[src/hdl/hrc_pkg.sv]
`timescale 1ns / 1ps
// ----------------------------------------------------------------------------
// hrc_pkg
// Shared types and constants of the histogram range colorizer.
// ----------------------------------------------------------------------------
package hrc_pkg;

  localparam int CNT_W          = 11;  // iteration count field
  localparam int HIST_W         = 20;  // histogram entries and range totals
  localparam int BLUE_W         = 8;
  localparam int NUM_BOUND_REGS = 5;
  localparam int RNG_W          = 2;   // up to four ranges with five bounds
  localparam int CFG_IDX_W      = 3;
  localparam int CFG_DATA_W     = 11;
  localparam int RC_W           = 3;

  localparam logic [1:0] FN_COUNT = 2'd0;
  localparam logic [1:0] FN_COLOR = 2'd1;
  localparam logic [1:0] FN_CLEAR = 2'd2;

  localparam logic [CFG_IDX_W-1:0] REG_RANGE_COUNT = 3'd0;
  localparam logic [CFG_IDX_W-1:0] REG_BOUND_FIRST = 3'd1;
  localparam logic [CFG_IDX_W-1:0] REG_BOUND_LAST  = 3'd5;

  typedef struct packed {
    logic [1:0]       func;
    logic [CNT_W-1:0] iteration_count;
  } cmd_t;

  typedef struct packed {
    logic [BLUE_W-1:0] blue_level;
    logic              status;
  } pix_t;

  // Range of the current count and the bound where that range starts.
  typedef struct packed {
    logic [RNG_W-1:0] rng;
    logic [CNT_W-1:0] start;
  } lookup_t;

  typedef struct packed {
    logic              done;
    logic [BLUE_W-1:0] blue;
  } div_res_t;

  function automatic logic [HIST_W-1:0] sat_inc(input logic [HIST_W-1:0] v);
    sat_inc = (v == {HIST_W{1'b1}}) ? v : v + 1'b1;
  endfunction

endpackage

[src/hdl/hrc_div.sv]
`timescale 1ns / 1ps
// ----------------------------------------------------------------------------
// hrc_div
// Scaling unit: floor(255 * sum / total), saturated at 255, by an eight-step
// restoring division after a saturation check.
// ----------------------------------------------------------------------------
module hrc_div
  import hrc_pkg::*;
#(
  parameter int SUM_W = 30
) (
  input  logic              clk,
  input  logic              rst,
  input  logic              start,
  input  logic [SUM_W-1:0]  sum,
  input  logic [HIST_W-1:0] total,
  output div_res_t          res
);

  localparam int SC_W = SUM_W + BLUE_W;
  localparam int DV_W = HIST_W + BLUE_W;

  typedef enum logic [1:0] {D_IDLE, D_SCALE, D_SAT, D_STEP} dstate_t;

  dstate_t           state;
  logic [SUM_W-1:0]  sum_q;
  logic [HIST_W-1:0] total_q;
  logic [SC_W-1:0]   scaled;
  logic [DV_W-1:0]   rem;
  logic [DV_W-1:0]   dvs;
  logic [BLUE_W-1:0] quo;
  logic [2:0]        step;
  logic              ge;
  logic              sat;

  assign ge  = (rem >= dvs);
  assign sat = (scaled >= SC_W'({total_q, {BLUE_W{1'b0}}}));

  always_ff @(posedge clk) begin
    if (rst) begin
      state    <= D_IDLE;
      res.done <= 1'b0;
    end else begin
      res.done <= ((state == D_SAT) && sat) || ((state == D_STEP) && (step == 3'd0));
      case (state)
        D_IDLE: begin
          if (start) begin
            sum_q   <= sum;
            total_q <= total;
            state   <= D_SCALE;
          end
        end
        D_SCALE: begin
          scaled <= {sum_q, {BLUE_W{1'b0}}} - SC_W'(sum_q);
          state  <= D_SAT;
        end
        D_SAT: begin
          if (sat) begin
            res.blue <= {BLUE_W{1'b1}};
            state    <= D_IDLE;
          end else begin
            // Below 256 * total, so the remainder fits the divisor width.
            rem   <= scaled[DV_W-1:0];
            dvs   <= {1'b0, total_q, {(BLUE_W-1){1'b0}}};
            step  <= 3'd7;
            state <= D_STEP;
          end
        end
        D_STEP: begin
          if (ge) begin
            rem <= rem - dvs;
          end
          quo <= {quo[BLUE_W-2:0], ge};
          dvs <= dvs >> 1;
          if (step == 3'd0) begin
            res.blue <= {quo[BLUE_W-2:0], ge};
            state    <= D_IDLE;
          end else begin
            step <= step - 3'd1;
          end
        end
        default: state <= D_IDLE;
      endcase
    end
  end

endmodule
[config.mk]
export PLATFORM = sky130hd
export DESIGN_NAME = hrc_div
export DESIGN_NICKNAME = d
export VERILOG_FILES = /design/src/hdl/hrc_pkg.sv /design/src/hdl/hrc_div.sv
export SDC_FILE = /design/constraint.sdc
export NUM_CORES = 1
export LEC_CHECK = 0
export BUFFER_PORTS_ARGS = -buffer_cell sky130_fd_sc_hd__buf_2
export CORE_UTILIZATION = 63
export CTS_BUF_LIST = sky130_fd_sc_hd__clkbuf_2
export DETAILED_ROUTE_END_ITERATION = 8
export PLACE_DENSITY = 0.83
export SKIP_CTS_REPAIR_TIMING = 1
export SYNTH_ARGS = -nofsm -noshare
export SYNTH_HDL_FRONTEND = slang
export SYNTH_SLANG_ARGS = --single-unit
export TNS_END_PERCENT = 10
[constraint.sdc]
create_clock -name clk -period 11.9 [get_ports clk]
set_input_delay 3.57 -clock clk [delete_from_list [all_inputs] [get_ports clk]]
set_output_delay 3.57 -clock clk [all_outputs]
set_load 0.005 [all_outputs]
# == After elaboration in Yosys (flattened, before gate mapping) ==
# Index checks and enable logic that the tools add are counted.
# totals
reg_bits,165
in_bits,53
output_inout_bits,9
wordCells,54
# op_classes
n_addsub,3
order_cmp,2
n_eq_ne,9
n_mux,15
bitwise,1
reduce_logical,14
# op_table
op,n
28-bit case mux with 2 select lines,2
28-bit 2-to-1 mux,3
38-bit by 28-bit >= comparator with 1-bit output,1
38-bit by 30-bit subtractor with 38-bit output,1
28-bit >= comparator,1
28-bit subtractor,1
8-bit 2-to-1 mux,2
8-bit case mux with 2 select lines,1
4-bit AND reduction,3
2-bit inequality test (second input constant),5
2-bit case mux with 4 select lines,1
2-bit 2-to-1 mux,3
3-bit 2-to-1 mux,2
3-bit case mux with 2 select lines,1
2-bit AND reduction,3
3-bit AND reduction,2
2-bit == test (second input constant),2
3-bit zero test,1
3-bit by 1-bit subtractor with 3-bit output (second input constant),1
2-bit by 1-bit == test with 1-bit output (second input constant),1
1-bit logical AND,2
2-bit zero test,1
2-bit by 1-bit inequality test with 1-bit output (second input constant),1
2-bit nonzero test,1
2 further kinds,2

# == Longest topological paths before layout ==
# logic_depth
ltp_word,3
ltp_mapped,10
ltp_nobuf,10

# == Worst setup path before layout ==
# No wires, ideal clock.
# synth_path
kind,input -> register
start,in rst
end,reg sum_q[0] (enable)
setup_time_ps,604
arrival_ps,8896
required_time_ps,11296
setup_slack_ps,2400
cell_stages,1
n_path_buf,0
cell_sequence,nor4b_1
# synth_between
elab_chain_len,2
# synth_rtl
element,line,rtl
"start, declared",hrc_div.sv:13,"input logic rst,"
1-bit NOT (no source line),n/a,
3-bit AND reduction (no source line),n/a,
"end signal, assigned",hrc_div.sv:48,sum_q <= sum;
"end, declared",hrc_div.sv:26,logic [SUM_W-1:0] sum_q;
# Every way passes these cells.
# A chain may end at the register's enable or synchronous reset.

# == Worst setup path after layout ==
# layout_path
start,reg res[5] in the netlist's numbering
end,out res[5] in the netlist's numbering
# layout_lines
element,line,rtl
"start, declared",hrc_div.sv:17,output div_res_t res
# No word-level cell between the ends.

==> impl_metrics.csv <==
group,metric,value,unit
worst_setup_path,cp-end-kind,"primary output",
worst_setup_path,cp_cell_instances,"buf_2",
final_layout,areaGrowthSynthToFinish,7.88,%
clock_network,clkTransAtPathRegs,0.22,ns
final_layout,nFillCells,1063,
worst_setup_path,worstReg2RegStart,"total_q[1]",
detailed_routing,via_per_inst,6.09,
power_and_ir_drop,power.switching_fraction,24.0,%
yosys,yosys_warn_count,0,
yosys,synth_cell_type_count,70,
worst_setup_path,timing.reg2reg.worst_path_depth,9,
worst_hold_path,hold_start,"quo[2]",
power_and_ir_drop,clock_power_share,31.0,%
final_layout,register_area,0.00489,mm2
die,die_area,0.0158,mm2
worst_setup_path,delay_heaviest_family_cp,"flip-flops",
yosys,postSynth.topFlopCell,"sky130_fd_sc_hd__edfxtp_1",
final_layout,most_common_library_cell_in_the_layout_ignoring_fill_and_taps,"sky130_fd_sc_hd__edfxtp_1",
worst_setup_path,timing.reg2reg.setup_slack,8.45,ns
power_and_ir_drop,power.internal,864,uW
global_routing,grt_antenna_before_repair,0,
power_and_ir_drop,power.sequential.fraction,58.4,%
detailed_routing,drtPass1Iterations,8,
worst_setup_path,path_class,"flop to primary output",
die,fp.coreArea,0.0147,mm2
worst_hold_path,hold_end,"quo[3]",
worst_setup_path,timing.critical_path.fanout_max,1,
power_and_ir_drop,static-leakage-power,4.14,nW
global_routing,grt_overflow,0,
timing,fin_hold_ws,0.479,ns
timing,fin_crit_sh,40.9,%
clock_network,cts-htree-levels,4,
timing,fin_skew,0.0249,ns
detailed_routing,drc,0,
timing,finalSetupViolCount,0,
timing,period_needed,4.87,ns
final_layout,antenna_cells_inserted,0,
power_and_ir_drop,p_total,1.14,mW
placed_design,hpwlAfterDp,14600,um
timing,worst_slew_pin_slew,1.00,ns
final_layout,utilization,70.7,%
final_layout,final_net_count,1093,
final_layout,mostFrequentLayoutCells,"161 x sky130_fd_sc_hd__edfxtp_1, 96 x sky130_fd_sc_hd__inv_1, 88 x sky130_fd_sc_hd__nand2_1",
die,floorplan.io_pins,62,
timing,rsz_0062_raised_after_global_routing,"false",
worst_setup_path,required,8.33,ns
final_layout,multi_input_area,0.00427,mm2
yosys,mapped_nets,1042,
die,width_of_the_die,126,um
detailed_routing,routed_wl,19600,um
job,max_cap_viol_count,0,
yosys,syn-cell-area,0.00963,mm2
worst_setup_path,critical_path_arrival,1.30,ns
die,num_rows,44,
yosys,post_synth_inst_count,916,
worst_setup_path,cp_slowest_cell,"sky130_fd_sc_hd__edfxtp_1",
final_layout,final_layout_size_suffix_gt1_share,12.1,%
worst_hold_path,timing.hold.worst_path_depth,0,
die,fp.dieH,126,um
clock_network,cts_root_buffer,"sky130_fd_sc_hd__clkbuf_2",
global_routing,grt_start_max_net_pins,67,
placed_design,gpl.final_weighted_congestion,0.964,
timing,fmax,0.206,GHz
die,initial_utilization,65.5,%
yosys,synth_enable_flop_cells,161,
clock_network,cts_sinks,164,
power_and_ir_drop,cellPowerDensity,109,mW/mm2
power_and_ir_drop,combinationalPowerShare,10.6,%
clock_network,cts_tree,"built",
timing,timing.max_slew.rel_slack,32.9,%
timing,report.final.slew_viol_count,0,
detailed_routing,num_vias,7088,
global_routing,overall_global_routing_resource_usage,26.2,%
placed_design,buffer_ports.inserted,61,
run_status,status,"completed",
global_routing,grt_pass1_vias,6761,
detailed_routing,ant_nets,0,
worst_setup_path,worstReg2RegEnd,"dvs[11]",
worst_setup_path,path_buf_inv,1,
yosys,ys_ff_latch,164,
yosys,synth.yosys.seq_area_share,50.8,%
worst_hold_path,min-delay-path-class,"flop to flop",
timing,hold_violations,0,
clock_network,clock_latency_late_sink,0.76,ns
placed_design,place_inst,1132,
clock_network,cts-buffers-inserted,17,
clock_network,clk_path_buf_depth,2,
power_and_ir_drop,switchingPower,273,uW
yosys,synth_async_sr_flop_share,0,%
yosys,mean_instance_size_in_the_synthesized_netlist,10.5,um2
global_routing,grt_first_pass_wirelength,32100,um
worst_setup_path,nature_of_the_critical_path_startpoint,"flop",
worst_setup_path,critical_path.max_stage_delay,0.41,ns
timing,finalSetupTns,0,ns
final_layout,post_layout_nonfiller_instances,1163,
detailed_routing,dr.first_iter.drc_count,579,
detailed_routing,wl_per_cell,16.8,um
power_and_ir_drop,vdd.ir_drop.worst,0.0000729,V
cells by family after synthesis:
family | count (synthesis) | share of synthesized area, %
and+or+nand+nor | 259 | 13.5
AOI/OAI and AO/OA | 240 | 16.5
DFF | 164 | 50.8
buffers and inverters | 130 | 5.12
adders and majority gates | 73 | 9.56
xor gates and xnor gates | 47 | 4.27
muxes | 3 | 0.325
metrics by stage:
| step | worst slack [ns] | instance area [um2] |
|---|---|---|
| finish | 7.03 | 10400 |
| detailed placement | 6.43 | 10100 |
| floorplan | 2.40 | 9630 |
| global route | 6.93 | 10400 |
| CTS | 6.98 | 10400 |
| global placement | 6.49 | 10100 |
cell usage after synthesis, types with 5 or more instances:
cell type	instances	area (um2)
sky130_fd_sc_hd__edfxtp_1	161	4830
sky130_fd_sc_hd__ha_1	72	901
sky130_fd_sc_hd__inv_1	96	360
sky130_fd_sc_hd__xnor2_1	34	298
sky130_fd_sc_hd__nand3_1	21	105
sky130_fd_sc_hd__nand4_1	21	131
sky130_fd_sc_hd__a21o_1	22	165
sky130_fd_sc_hd__a31oi_1	5	31.3
sky130_fd_sc_hd__o21ai_0	50	250
sky130_fd_sc_hd__a211oi_1	5	37.5
sky130_fd_sc_hd__o21a_1	10	75.1
sky130_fd_sc_hd__nor3_1	10	50.1
sky130_fd_sc_hd__nor4_1	8	50.1
sky130_fd_sc_hd__o31ai_1	5	37.5
sky130_fd_sc_hd__nor2_1	48	180
sky130_fd_sc_hd__o221ai_1	5	43.8
sky130_fd_sc_hd__o21bai_1	11	82.6
sky130_fd_sc_hd__buf_1	5	18.8
sky130_fd_sc_hd__clkbuf_1	25	93.8
sky130_fd_sc_hd__nand2b_1	13	81.3
sky130_fd_sc_hd__and3_1	6	37.5
sky130_fd_sc_hd__o21ai_1	24	120
sky130_fd_sc_hd__xor2_1	13	114
sky130_fd_sc_hd__nand2_1	89	334
sky130_fd_sc_hd__a21oi_1	61	305
sky130_fd_sc_hd__and2_1	5	31.3
sky130_fd_sc_hd__nor2b_1	11	68.8
power groups by stage:
stage	Sequential, mW	Clock (mW)	Combinational (mW)
CTS	0.664	0.356	0.120
detailed placement	0.677	0	0.118
global route	0.666	0.378	0.133
floorplan	0.675	0	0.0871
finish	0.665	0.352	0.121
global placement	0.677	0	0.114
metal layers:
metal | track usage (%) | part of all wire [%] | vias to the layer above
met5 | 0 | 0 | -
met4 | 11.5 | 2.8 | 0
met3 | 4.29 | 6.5 | 48
met2 | 42.7 | 48 | 284
met1 | 34.8 | 43 | 3298
li1 | - | - | 3458
worst max path at each step:
stage | start | endpoint | depth (start not counted)
detailed placement | rst | dvs[4] | 5
finish | res[5] | res[5] | 1
CTS | res[5] | res[5] | 1
global placement | rst | dvs[3] | 5
floorplan | rst | sum_q[0] | 1
global route | res[2] | res[2] | 1
final cells by class:
type / count / share of cell area [%]
Timing Repair Buffer: 66 / 3.30
Inverter: 96 / 3.47
Clock inverter: 12 / 1.95
Clock buffer: 19 / 0.915
Multi-Input combinational cell: 622 / 41.1
Tap cell: 184 / 2.22
Sequential cell: 164 / 47.1
sequential cells by signal, summed over array words and instances, names as in the netlist:
name	count
total_q	20
quo	7
sum_q	30
step	3
scaled	38
dvs	27
state	2
rem	28
res	9
No activity file was read; power rests on OpenSTA's default activity.
