`config.mk`:
```
export PLATFORM = sky130hd
export DESIGN_NAME = hrc_cfg
export DESIGN_NICKNAME = d
export VERILOG_FILES = /design/src/hdl/hrc_pkg.sv /design/src/hdl/hrc_cfg.sv
export SDC_FILE = /design/constraint.sdc
export NUM_CORES = 1
export LEC_CHECK = 0
export BUFFER_PORTS_ARGS = -buffer_cell sky130_fd_sc_hd__clkbuf_2
export CELL_PAD_IN_SITES_DETAIL_PLACEMENT = 0
export CELL_PAD_IN_SITES_GLOBAL_PLACEMENT = 1
export CORE_ASPECT_RATIO = 0.8
export CORE_MARGIN = 2
export CORE_UTILIZATION = 50
export CTS_BUF_LIST = sky130_fd_sc_hd__clkbuf_16
export DETAILED_ROUTE_END_ITERATION = 8
export GPL_TIMING_DRIVEN = 0
export PLACE_DENSITY_LB_ADDON = 0.05
export SYNTH_ARGS = -nofsm -noshare
export SYNTH_HDL_FRONTEND = slang
export SYNTH_SLANG_ARGS = --single-unit
export TNS_END_PERCENT = 30
```
`constraint.sdc`:
```
create_clock -name clk -period 8.65 [get_ports clk]
set_input_delay 1.73 -clock clk [delete_from_list [all_inputs] [get_ports clk]]
set_output_delay 1.73 -clock clk [all_outputs]
set_load 0.01 [all_outputs]
```
`src/hdl/hrc_pkg.sv`:
```
`timescale 1ns / 1ps
// ----------------------------------------------------------------------------
// hrc_pkg
// Shared types and constants of the histogram range colorizer.
// ----------------------------------------------------------------------------
package hrc_pkg;

  localparam int CNT_W          = 11;  // iteration count field
  localparam int HIST_W         = 20;  // histogram entries and range totals
  localparam int BLUE_W         = 8;
  localparam int NUM_BOUND_REGS = 5;
  localparam int RNG_W          = 2;   // up to four ranges with five bounds
  localparam int CFG_IDX_W      = 3;
  localparam int CFG_DATA_W     = 11;
  localparam int RC_W           = 3;

  localparam logic [1:0] FN_COUNT = 2'd0;
  localparam logic [1:0] FN_COLOR = 2'd1;
  localparam logic [1:0] FN_CLEAR = 2'd2;

  localparam logic [CFG_IDX_W-1:0] REG_RANGE_COUNT = 3'd0;
  localparam logic [CFG_IDX_W-1:0] REG_BOUND_FIRST = 3'd1;
  localparam logic [CFG_IDX_W-1:0] REG_BOUND_LAST  = 3'd5;

  typedef struct packed {
    logic [1:0]       func;
    logic [CNT_W-1:0] iteration_count;
  } cmd_t;

  typedef struct packed {
    logic [BLUE_W-1:0] blue_level;
    logic              status;
  } pix_t;

  // Range of the current count and the bound where that range starts.
  typedef struct packed {
    logic [RNG_W-1:0] rng;
    logic [CNT_W-1:0] start;
  } lookup_t;

  typedef struct packed {
    logic              done;
    logic [BLUE_W-1:0] blue;
  } div_res_t;

  function automatic logic [HIST_W-1:0] sat_inc(input logic [HIST_W-1:0] v);
    sat_inc = (v == {HIST_W{1'b1}}) ? v : v + 1'b1;
  endfunction

endpackage

```
`src/hdl/hrc_cfg.sv`:
```
`timescale 1ns / 1ps
// ----------------------------------------------------------------------------
// hrc_cfg
// Configuration registers and the range lookup for an iteration count.
// ----------------------------------------------------------------------------
module hrc_cfg
  import hrc_pkg::*;
#(
  parameter int MAX_BOUNDS = 5
) (
  input  logic                  clk,
  input  logic                  rst,
  input  logic                  cfg_wen,
  input  logic [CFG_IDX_W-1:0]  cfg_index,
  input  logic [CFG_DATA_W-1:0] cfg_data,
  input  logic [CNT_W-1:0]      count,
  output lookup_t               lk
);

  localparam int NB_EFF = (MAX_BOUNDS < NUM_BOUND_REGS) ? MAX_BOUNDS : NUM_BOUND_REGS;

  logic [RC_W-1:0]  range_count;
  logic [CNT_W-1:0] bounds [NUM_BOUND_REGS];
  logic [CFG_IDX_W-1:0] bound_sel;

  assign bound_sel = cfg_index - REG_BOUND_FIRST;

  always_ff @(posedge clk) begin
    if (rst) begin
      range_count <= RC_W'(2);
      bounds[0]   <= '0;
      for (int i = 1; i < NUM_BOUND_REGS; i++) begin
        bounds[i] <= CNT_W'(1024);
      end
    end else if (cfg_wen) begin
      if (cfg_index == REG_RANGE_COUNT) begin
        range_count <= cfg_data[RC_W-1:0];
      end else if (cfg_index >= REG_BOUND_FIRST && cfg_index <= REG_BOUND_LAST) begin
        bounds[bound_sel] <= cfg_data[CNT_W-1:0];
      end
    end
  end

  // The range is the first bound above the count, less one; past the last
  // bound in use the count belongs to the last range.
  always_comb begin
    logic [RC_W-1:0]  n;
    logic             found;
    logic [RNG_W-1:0] rng;
    n = (range_count < RC_W'(2)) ? RC_W'(2) : range_count;
    if (n > RC_W'(NB_EFF)) n = RC_W'(NB_EFF);
    found = 1'b0;
    rng   = RNG_W'(n - RC_W'(2));
    for (int i = 1; i < NUM_BOUND_REGS; i++) begin
      if (!found && RC_W'(i) < n && bounds[i] > count) begin
        rng   = RNG_W'(i - 1);
        found = 1'b1;
      end
    end
    lk.rng   = rng;
    lk.start = bounds[{1'b0, rng}];
  end

endmodule

```
---- Word level (Yosys, flattened, before mapping) ----
Memories as Yosys holds them, arrays and structs flattened.
Index checks and enable logic that the tools add are counted.
storage, ports and cells
  register bits after elaboration ......... 3
  RAM bits ................................ 55
  bits of input ports ..................... 28
  output and inout bits ................... 13
  memories ................................ 1
operators by class
  $add $sub $neg .......................... 2
  magnitude comparators ................... 12
  mux-type cells .......................... 19
  reductions and logical operators ........ 14
memories
  name    depth  width  read ports  clocked after Yosys merged registers in  write ports  RTL line       source
  bounds  5      11     5           0                                        5            hrc_cfg.sv:23  logic [CNT_W-1:0] bounds [NUM_BOUND_REGS];
operators with widths
  kind                                                    number
  greater-than comparator 11 bit                          4
  2-to-1 mux 1 bit                                        11
  2-to-1 mux 11 bit                                       1
  OR reduction 11 bit                                     1
  2-to-1 mux 3 bit                                        3
  logical AND 1 bit                                       8
  2-to-1 mux 2 bit                                        4
  < comparator 2 x 3 -> 1 bit (first input constant)      2
  >= comparator 3 x 1 -> 1 bit (second input constant)    1
  greater-than comparator 3 bit (second input constant)   1
  less-or-equal comparator 3 bit (second input constant)  1
  logical NOT 1 bit                                       3
  logical NOT 3 bit                                       1
  < comparator 1 x 3 -> 1 bit (first input constant)      1
  < comparator 3 x 2 -> 1 bit (second input constant)     1
  < comparator 3 bit (first input constant)               1
  subtractor 3 x 1 -> 3 bit (second input constant)       1
  AND reduction 2 bit                                     1
  subtractor 2 bit (second input constant)                1

---- Logic depth before layout (Yosys ltp) ----
Gate-level depths: netlist of run 1.
An unclocked memory read counts as a cell.
  depth after elaboration ................. 20
  mapped depth ............................ 9
  mapped depth without buffers ............ 8

---- Least setup slack after synthesis of run 1 ----
Ideal clock, no wire load.
  path type ............................... input -> output
  start point ............................. in count[10]
  end point ............................... out lk[2] (netlist name)
  data arrival time ....................... 3.556 ns
  data required time ...................... 6.920 ns
  path slack .............................. 3.364 ns
  stages on the path ...................... 9
  path through ............................ inv_1 > ha_1 > a21oi_1 > o21ai_0 > nor4_1 > o21ai_0 > a21oi_2 > buf_6 > mux2i_1
RTL lines
  item             RTL line       source
  start, declared  hrc_cfg.sv:16  input logic [CNT_W-1:0] count,
  end, declared    hrc_cfg.sv:17  output lookup_t lk

==> key figures, run 1 <==
STA
  • Setup_tns: 0 ns
  • Min Tclk post-route: 5.82 ns
  • Final hold vios: 0
  • Slew @ Worst Pin: 0.510 ns
  • Setup Skew: 0 ns
  • Fmax: ~170 MHz
  • WHS: 0.589 ns
  • Final setup violation count: 0
  • Slew Limit Headroom: 66.0%
  • Slew Limit Fails: 0
  • RSZ-0062 raised after global routing: no
  • Fin crit share: between 60% and 70%

CTS
  • Setup bufs post-CTS: 0
  • H-tree depth: 2
  • Clk_lat worst skew: ~0.28 ns
  • CTS resizes: 0
  • TritonCTS clock tree: done
  • Clock root buffer: clkbuf_16
  • CTS Buf Count: 5
  • CTS sink cnt: 47
  • Clock-pin slew on the worst setup and hold paths: ~0.06 ns
  • Clk buf depth: 2
  • Hold buffer count at cts: 0

Power
  • NetSw: 0.137 mW
  • Power share of the clock group: 33.0%
  • Switching Share: approximately a quarter
  • Gate power share: around 17%
  • Worst vdd ir: between 0.0001 and 0.00015 V
  • Cell Pwr Density: roughly 160 nW/um2
  • Internal power: 0.409 mW
  • Reg power frac: 49.8%
  • Total power: 0.547 mW
  • Static leakage: ~1.5 nW

Drt
  • Vias/cell: 5.36
  • Met2 wire len: 2750 um
  • # DRC: 0
  • Met3 WL post-DR: roughly 270 um
  • Total vias in the final route: a little over 2k
  • Top Metal Used: met4
  • Post-route ant nets: 0
  • WL met1: roughly 3800 um
  • Drt pass-1 iters: 5
  • Drt wl/cell: 17.6 um
  • Starting DRT DRC Count: 84
  • Final wirelength: 6830 um

Job
  • Max_cap viols: 0

Finish
  • N_diodes: 0
  • Design area: between 3000 and 4000 um2
  • Fill cells: 513
  • Seq. cell area: 1380 um2
  • Footprint of the multi-input gates: 1580 um2
  • Fin cells: 388
  • Area Overhead vs Synth: 14.4%
  • NumNets Final: 370
  • Ratio of cells with drive above 1 in the final layout: 20.2%

Floorplan
  • Die Wd: 91.7 um
  • Initial Util: 52.0%
  • Die ar.: about 6800 um2
  • Ports: 41
  • DIE HEIGHT: 74.1 um
  • Std-Cell Rows: 25
  • Core area: 5910 um2

Global routing
  • Vias in the first global route: 1895
  • First-pass GRT wire length: 10500 um
  • Initial antenna violation count: 0
  • Gr ovfl total: 0
  • Gr usage total: 21.2%
  • Pin count of the biggest net entering global routing: 15

Setup path
  • Crit. End Element: output pin
  • Crit path required time: 6.92 ns
  • Critical Path AT: approximately 4.1 ns
  • Max FO, Critical Path: 10
  • CP Launch Type: input port
  • Crit Path Category: input port to output pin
  • Cell count of the worst reg-to-reg path: 1

Synthesis
  • Mean Syn Cell Area: approximately 12 um2
  • Ys async rst share: 0%
  • Synth Flop Type: edfxtp_1
  • Ys Warns: 0
  • EDFF count, synth: 44
  • Synth Net Count: 323
  • Synth top area cells: edfxtp_1 (43%), ha_1 (15%), mux2i_1 (12%)
  • Count leader, synth: edfxtp_1
  • Post-synth top area cell: edfxtp_1
  • Synth cell types: 42
  • Adder-cell area share of the yosys netlist: about 15%
  • Sequential-to-total area share from yosys stat: 45.0%
  • Post-synthesis mux area share: 12.4%
  • Share of Yosys cell area claimed by the top area cell type: 43.0%
  • Simple-Gate Fraction of Synth Area: 16.4%
  • Area share of xor/xnor cells in the synthesized design: 0.285%
  • Commonest cells in the netlist: edfxtp_1 (44), and2_1 (41), mux2i_1 (38), ha_1 (36), inv_1 (16)
  • Post-synthesis cell count: 259
  • Main combinational cell family by area after synthesis: simple AND/OR/NAND/NOR gates
  • Mapped Area: 3070 um2
  • Synthesized flop and latch total: 47
  • Synth Area in Compound Gates: 7.65%

Placed design
  • Total placed instance area: 3370 um2
  • Final HPWL DP: between 5000 and 6000 um
  • Placed Cells: 380
  • PortBufs: 40
  • Final GP Congestion: 0.817

Worst hold path
  • Hold path cells: 2
  • Worst hold path type: register to register

Run status
  • Status: completed
==> placed cells by master, fill, tap and decap left out, drive strengths merged, types with 3 or more instances in the layout <==
| cell type | instances |
|---|---|
| o211ai | 3 |
| nand3 | 3 |
| and2 | 41 |
| inv | 16 |
| mux2i | 38 |
| a211o | 3 |
| or2 | 5 |
| dfxtp | 3 |
| nand4 | 5 |
| nand3b | 5 |
| nand2b | 4 |
| nand2 | 3 |
| clkbuf | 49 |
| a21oi | 11 |
| nor2 | 7 |
| buf | 3 |
| edfxtp | 44 |
| o21ai | 4 |
| nor4 | 3 |
| ha | 36 |
==> state kept, by name, indices dropped and copies added (netlist names) <==
name,count
bounds,44
range_count,3
==> cell families (layout without fill, tap and decap cells) <==
kind of cell	after synthesis	in the layout
simple gates	81	81
flops	47	47
mux	38	38
fa+ha+maj	36	36
compound gates	33	33
buf+inv	23	71
xor+xnor	1	1
==> metrics by stage <==
step / util, % / setup WS [ns]
3_3_place_gp: 57.1 / 2.80
6_report: 59.4 / 2.83
4_1_cts: 59.4 / 2.78
2_1_floorplan: - / 3.36
5_1_grt: 59.4 / 2.60
3_5_place_dp: 57.1 / 2.80
==> worst max-delay path: stages <==
cell and delay (ns):
clkbuf_2 0.07, inv_1 0.06, ha_1 0.33, a21oi_1 0.15, o21ai_0 0.15, nor4_1 0.46, o21ai_0 0.19, a21oi_2 0.32
buf_6 0.25, mux2i_1 0.21, clkbuf_2 0.15
==> per-layer routing <==
layer	track usage, %	vias to the layer above
li1	-	1056
met1	34.3	965
met2	30.0	52
met3	3.24	5
met4	4.55	0
met5	0	-
==> path summary, 6_finish.rpt <==
| kind | start | end | slack [ns] |
|---|---|---|---|
| setup / recovery | count[10] | lk[3] | 2.83 |
| hold / removal | range_count[2] | range_count[2] | 0.59 |
| setup reg to reg | range_count[1] | range_count[1] | 7.88 |
| hold reg to reg | range_count[2] | range_count[2] | 0.59 |
==> area by class of cell <==
type	instances	area share [%]
Multi-Input combinational cell	189	44.9
Sequential cell	47	39.3
Timing Repair Buffer	40	5.70
Clock buffer	5	3.56
Tap cell	81	2.88
Inverter	16	1.71
Buffer	7	1.53
Clock inverter	3	0.427
==> power by group through the flow <==
stage | logic (mW) | registers, mW | clock network, mW
floorplan | 0.0659 | 0.271 | 0
global placement | 0.0931 | 0.277 | 0
detailed placement | 0.0949 | 0.277 | 0
CTS | 0.0955 | 0.272 | 0.181
global route | 0.107 | 0.273 | 0.191
finish | 0.0945 | 0.272 | 0.180
Note: power is estimated with default switching activity, not from simulation.
==> inputs of run 2 (changes only) <==
--- a/config.mk
+++ b/config.mk
@@ -10,7 +10,7 @@
 export CELL_PAD_IN_SITES_GLOBAL_PLACEMENT = 1
 export CORE_ASPECT_RATIO = 0.8
 export CORE_MARGIN = 2
-export CORE_UTILIZATION = 50
+export CORE_UTILIZATION = 46
 export CTS_BUF_LIST = sky130_fd_sc_hd__clkbuf_16
 export DETAILED_ROUTE_END_ITERATION = 8
 export GPL_TIMING_DRIVEN = 0
==> constraint.sdc (replaced) <==
create_clock -name clk -period 6 [get_ports clk]
set_input_delay 1.2 -clock clk [delete_from_list [all_inputs] [get_ports clk]]
set_output_delay 1.2 -clock clk [all_outputs]
set_load 0.01 [all_outputs]
==> run 2 against run 1 <==
Compared with the run above:
- global-route usage is 0.14 points lower
- combinational power up 46%
- wire length grew 6.9%
- final cell count increased by 0.77%
- first-iteration DRC count grew 85%
- clock power grew 73%
- total power is 54% higher
- via count is 0.29% higher
- register-to-register slack got worse by 2.7 ns
- worst hold slack gained 0.00087 ns
- critical endpoint is now lk[2]
- highest routed layer unchanged
==> key figures, run 2 (synthesized netlist as in run 1, its figures left out) <==
Run status
  • Status: completed

Global routing
  • Gr ovfl total: 0 (unchanged)
  • Gr usage total: 21.1% (-0.14 points)
  • Initial antenna violation count: 0 (unchanged)
  • Vias in the first global route: 2045 (+7.9%)
  • First-pass GRT wire length: 11200 um (+6.6%)
  • Pin count of the biggest net entering global routing: 16 (+1)

Placed design
  • Final HPWL DP: 5520 um (+6.8%)
  • Place WS: 1.19 ns (-1.61 ns)
  • Final GP Congestion: 0.812 (-0.55%)
  • Placed Cells: 383 (+0.79%)
  • PortBufs: 40 (unchanged)

Power
  • Switching Share: 24.6% (-0.53 points)
  • Reg power frac: 46.6% (-3.2 points)
  • Internal power: 0.636 mW (+55%)
  • Worst vdd ir: 0.000169 V (+46%)
  • Static leakage: 1.57 nW (+1.2%)
  • Power share of the clock group: 37.0% (+4.0 points)
  • Cell Pwr Density: 238 nW/um2 (+53%)
  • Gate power share: 16.4% (-0.9 points)
  • NetSw: 0.207 mW (+51%)

Job
  • Max_cap viols: 0 (unchanged)

Floorplan
  • Ports: 41 (unchanged)
  • Initial Util: 47.7% (-4.3 points)
  • Core area: 6440 um2 (+9.0%)
  • DIE HEIGHT: 77.1 um (+4.0%)
  • Std-Cell Rows: 26 (+4.0%)
  • Die Wd: 95.4 um (+4.1%)
  • Die ar.: 7350 um2 (+8.3%)

Finish
  • Area Overhead vs Synth: 15.4%
  • Ratio of cells with drive above 1 in the final layout: 20.8% (+0.65 points)
  • NumNets Final: 370 (unchanged)
  • Top reg by flops: bounds
  • Fin cells: 391 (+0.77%)
  • Fill cells: 574 (+12%)
  • N_diodes: 0 (unchanged)
  • Most common cell after layout, fill and taps aside: edfxtp_1
  • Biggest regs: bounds: 44 flops, range_count: 3 flops
  • Max FFs per register: 44 (unchanged)
  • Commonest cells after routing, fill and taps aside: edfxtp_1 (44), and2_1 (41), clkbuf_2 (40)

CTS
  • Clock root buffer: clkbuf_16
  • CTS Buf Count: 5 (unchanged)
  • Setup bufs post-CTS: 0 (unchanged)
  • Clk_lat worst skew: 0.28 ns (about the same)
  • CTS sink cnt: 47 (unchanged)
  • TritonCTS clock tree: done
  • Clock-pin slew on the worst setup and hold paths: 0.06 ns (about the same)
  • H-tree depth: 2 (unchanged)
  • Clk buf depth: 2 (unchanged)
  • CTS resizes: 0 (unchanged)
  • Hold buffer count at cts: 0 (unchanged)

STA
  • Setup_tns: 0 ns (unchanged)
  • Min Tclk post-route: around 4.8 ns
  • Setup Skew: 0 ns (unchanged)
  • Setup ws final: 1.18 ns (-1.65 ns)
  • Fin crit share: 80.3%
  • Fmax: approximately 210 MHz
  • RSZ-0062 raised after global routing: no
  • Slew Limit Headroom: 62.9% (-3.1 points)
  • Final hold vios: 0 (unchanged)
  • Slew Limit Fails: 0 (unchanged)
  • Final setup violation count: 0 (unchanged)
  • Slew @ Worst Pin: 0.557 ns (+0.0466 ns)
  • WHS: 0.590 ns (+0.000872 ns)

Setup path
  • CP Launch Type: input port
  • Crit path required time: 4.80 ns (-2.12 ns)
  • CP peak stage delay: 0.48 ns (+0.02 ns)
  • Crit. End Element: output pin
  • Crit Path Category: input port to output pin
  • Critical Path AT: 3.62 ns (-0.47 ns)
  • CP Cell Sequence: clkbuf_2, inv_1, ha_1, a21oi_1, o21ai_0, nor4_1, o21ai_0, a21oi_2, buf_6, mux2i_1, clkbuf_2
  • Max FO, Critical Path: 10 (unchanged)
  • Crit path max-delay cell type: nor4_1

Drt
  • # DRC: 0 (unchanged)
  • Total vias in the final route: 2084 (+0.29%)
  • Vias/cell: 5.33 (-0.48%)
  • Post-route ant nets: 0 (unchanged)
  • Final wirelength: 7300 um (+6.9%)
  • Drt pass-1 iters: 4 (-1)
  • Starting DRT DRC Count: 155 (+85%)
  • Drt wl/cell: 18.7 um (+6.1%)

Worst hold path
  • Worst hold path type: register to register
## run 2: cell types whose count changed in the layout (fill, tap and decap cells not counted), sizes merged
cell | previous run | this run
clkinvlp | 1 | 0
bufinv | 0 | 1
## run 2: path summary, 6_finish.rpt
path | cells after the start | slack (ns) | end | start
worst max-delay path | 11 | 1.18 | lk[2] | count[10]
worst min-delay path | 2 | 0.59 | range_count[2] | range_count[2]
worst max register to register | 1 | 5.21 | range_count[1] | range_count[1]
worst min register to register | 2 | 0.59 | range_count[2] | range_count[2]
## run 2: cell type report
cell class / instances / area [um2] / area share, %
Clock buffer: 5 / 125 / 3.53
Tap cell: 84 / 105 / 2.96
Buffer: 7 / 53.8 / 1.52
Clock inverter: 3 / 43.8 / 1.23
Multi-Input combinational cell: 189 / 1580 / 44.5
Inverter: 16 / 60.1 / 1.69
Timing Repair Buffer: 40 / 200 / 5.64
Sequential cell: 47 / 1380 / 38.9
## run 2: power groups by stage
stage | combinational [mW] | clock (mW) | sequential (mW)
after floorplan | 0.0950 | 0 | 0.391
after global placement | 0.135 | 0 | 0.399
after detailed placement | 0.139 | 0 | 0.400
after CTS | 0.139 | 0.313 | 0.393
after global routing | 0.155 | 0.329 | 0.395
final | 0.138 | 0.312 | 0.393
## run 2: per-stage QoR
stage               total power, mW  area, um2  util (%)
CTS                           0.845       3550      55.1
global route                  0.879       3550      55.1
floorplan                     0.486       3070         -
finish                        0.843       3550      55.1
global placement              0.534       3380      52.4
detailed placement            0.539       3380      52.4
## run 2: metal layers
metal | share of wire [%] | wire [um] | track usage [%] | vias to the layer above
met5 | 0 | 0 | 0 | -
met4 | 1.0 | 74 | 5.43 | 0
met3 | 6.5 | 478 | 2.46 | 7
met2 | 43 | 3150 | 29.5 | 56
met1 | 49 | 3600 | 34.3 | 968
li1 | - | - | - | 1053
## run 2: critical path, delay by kind of cell
family                     cells  cell delay, ns
AOI/OAI and AO/OA              4            0.80
adders and majority gates      1            0.33
buffers and inverters          4            0.54
muxes                          1            0.26
and+or+nand+nor                1            0.48
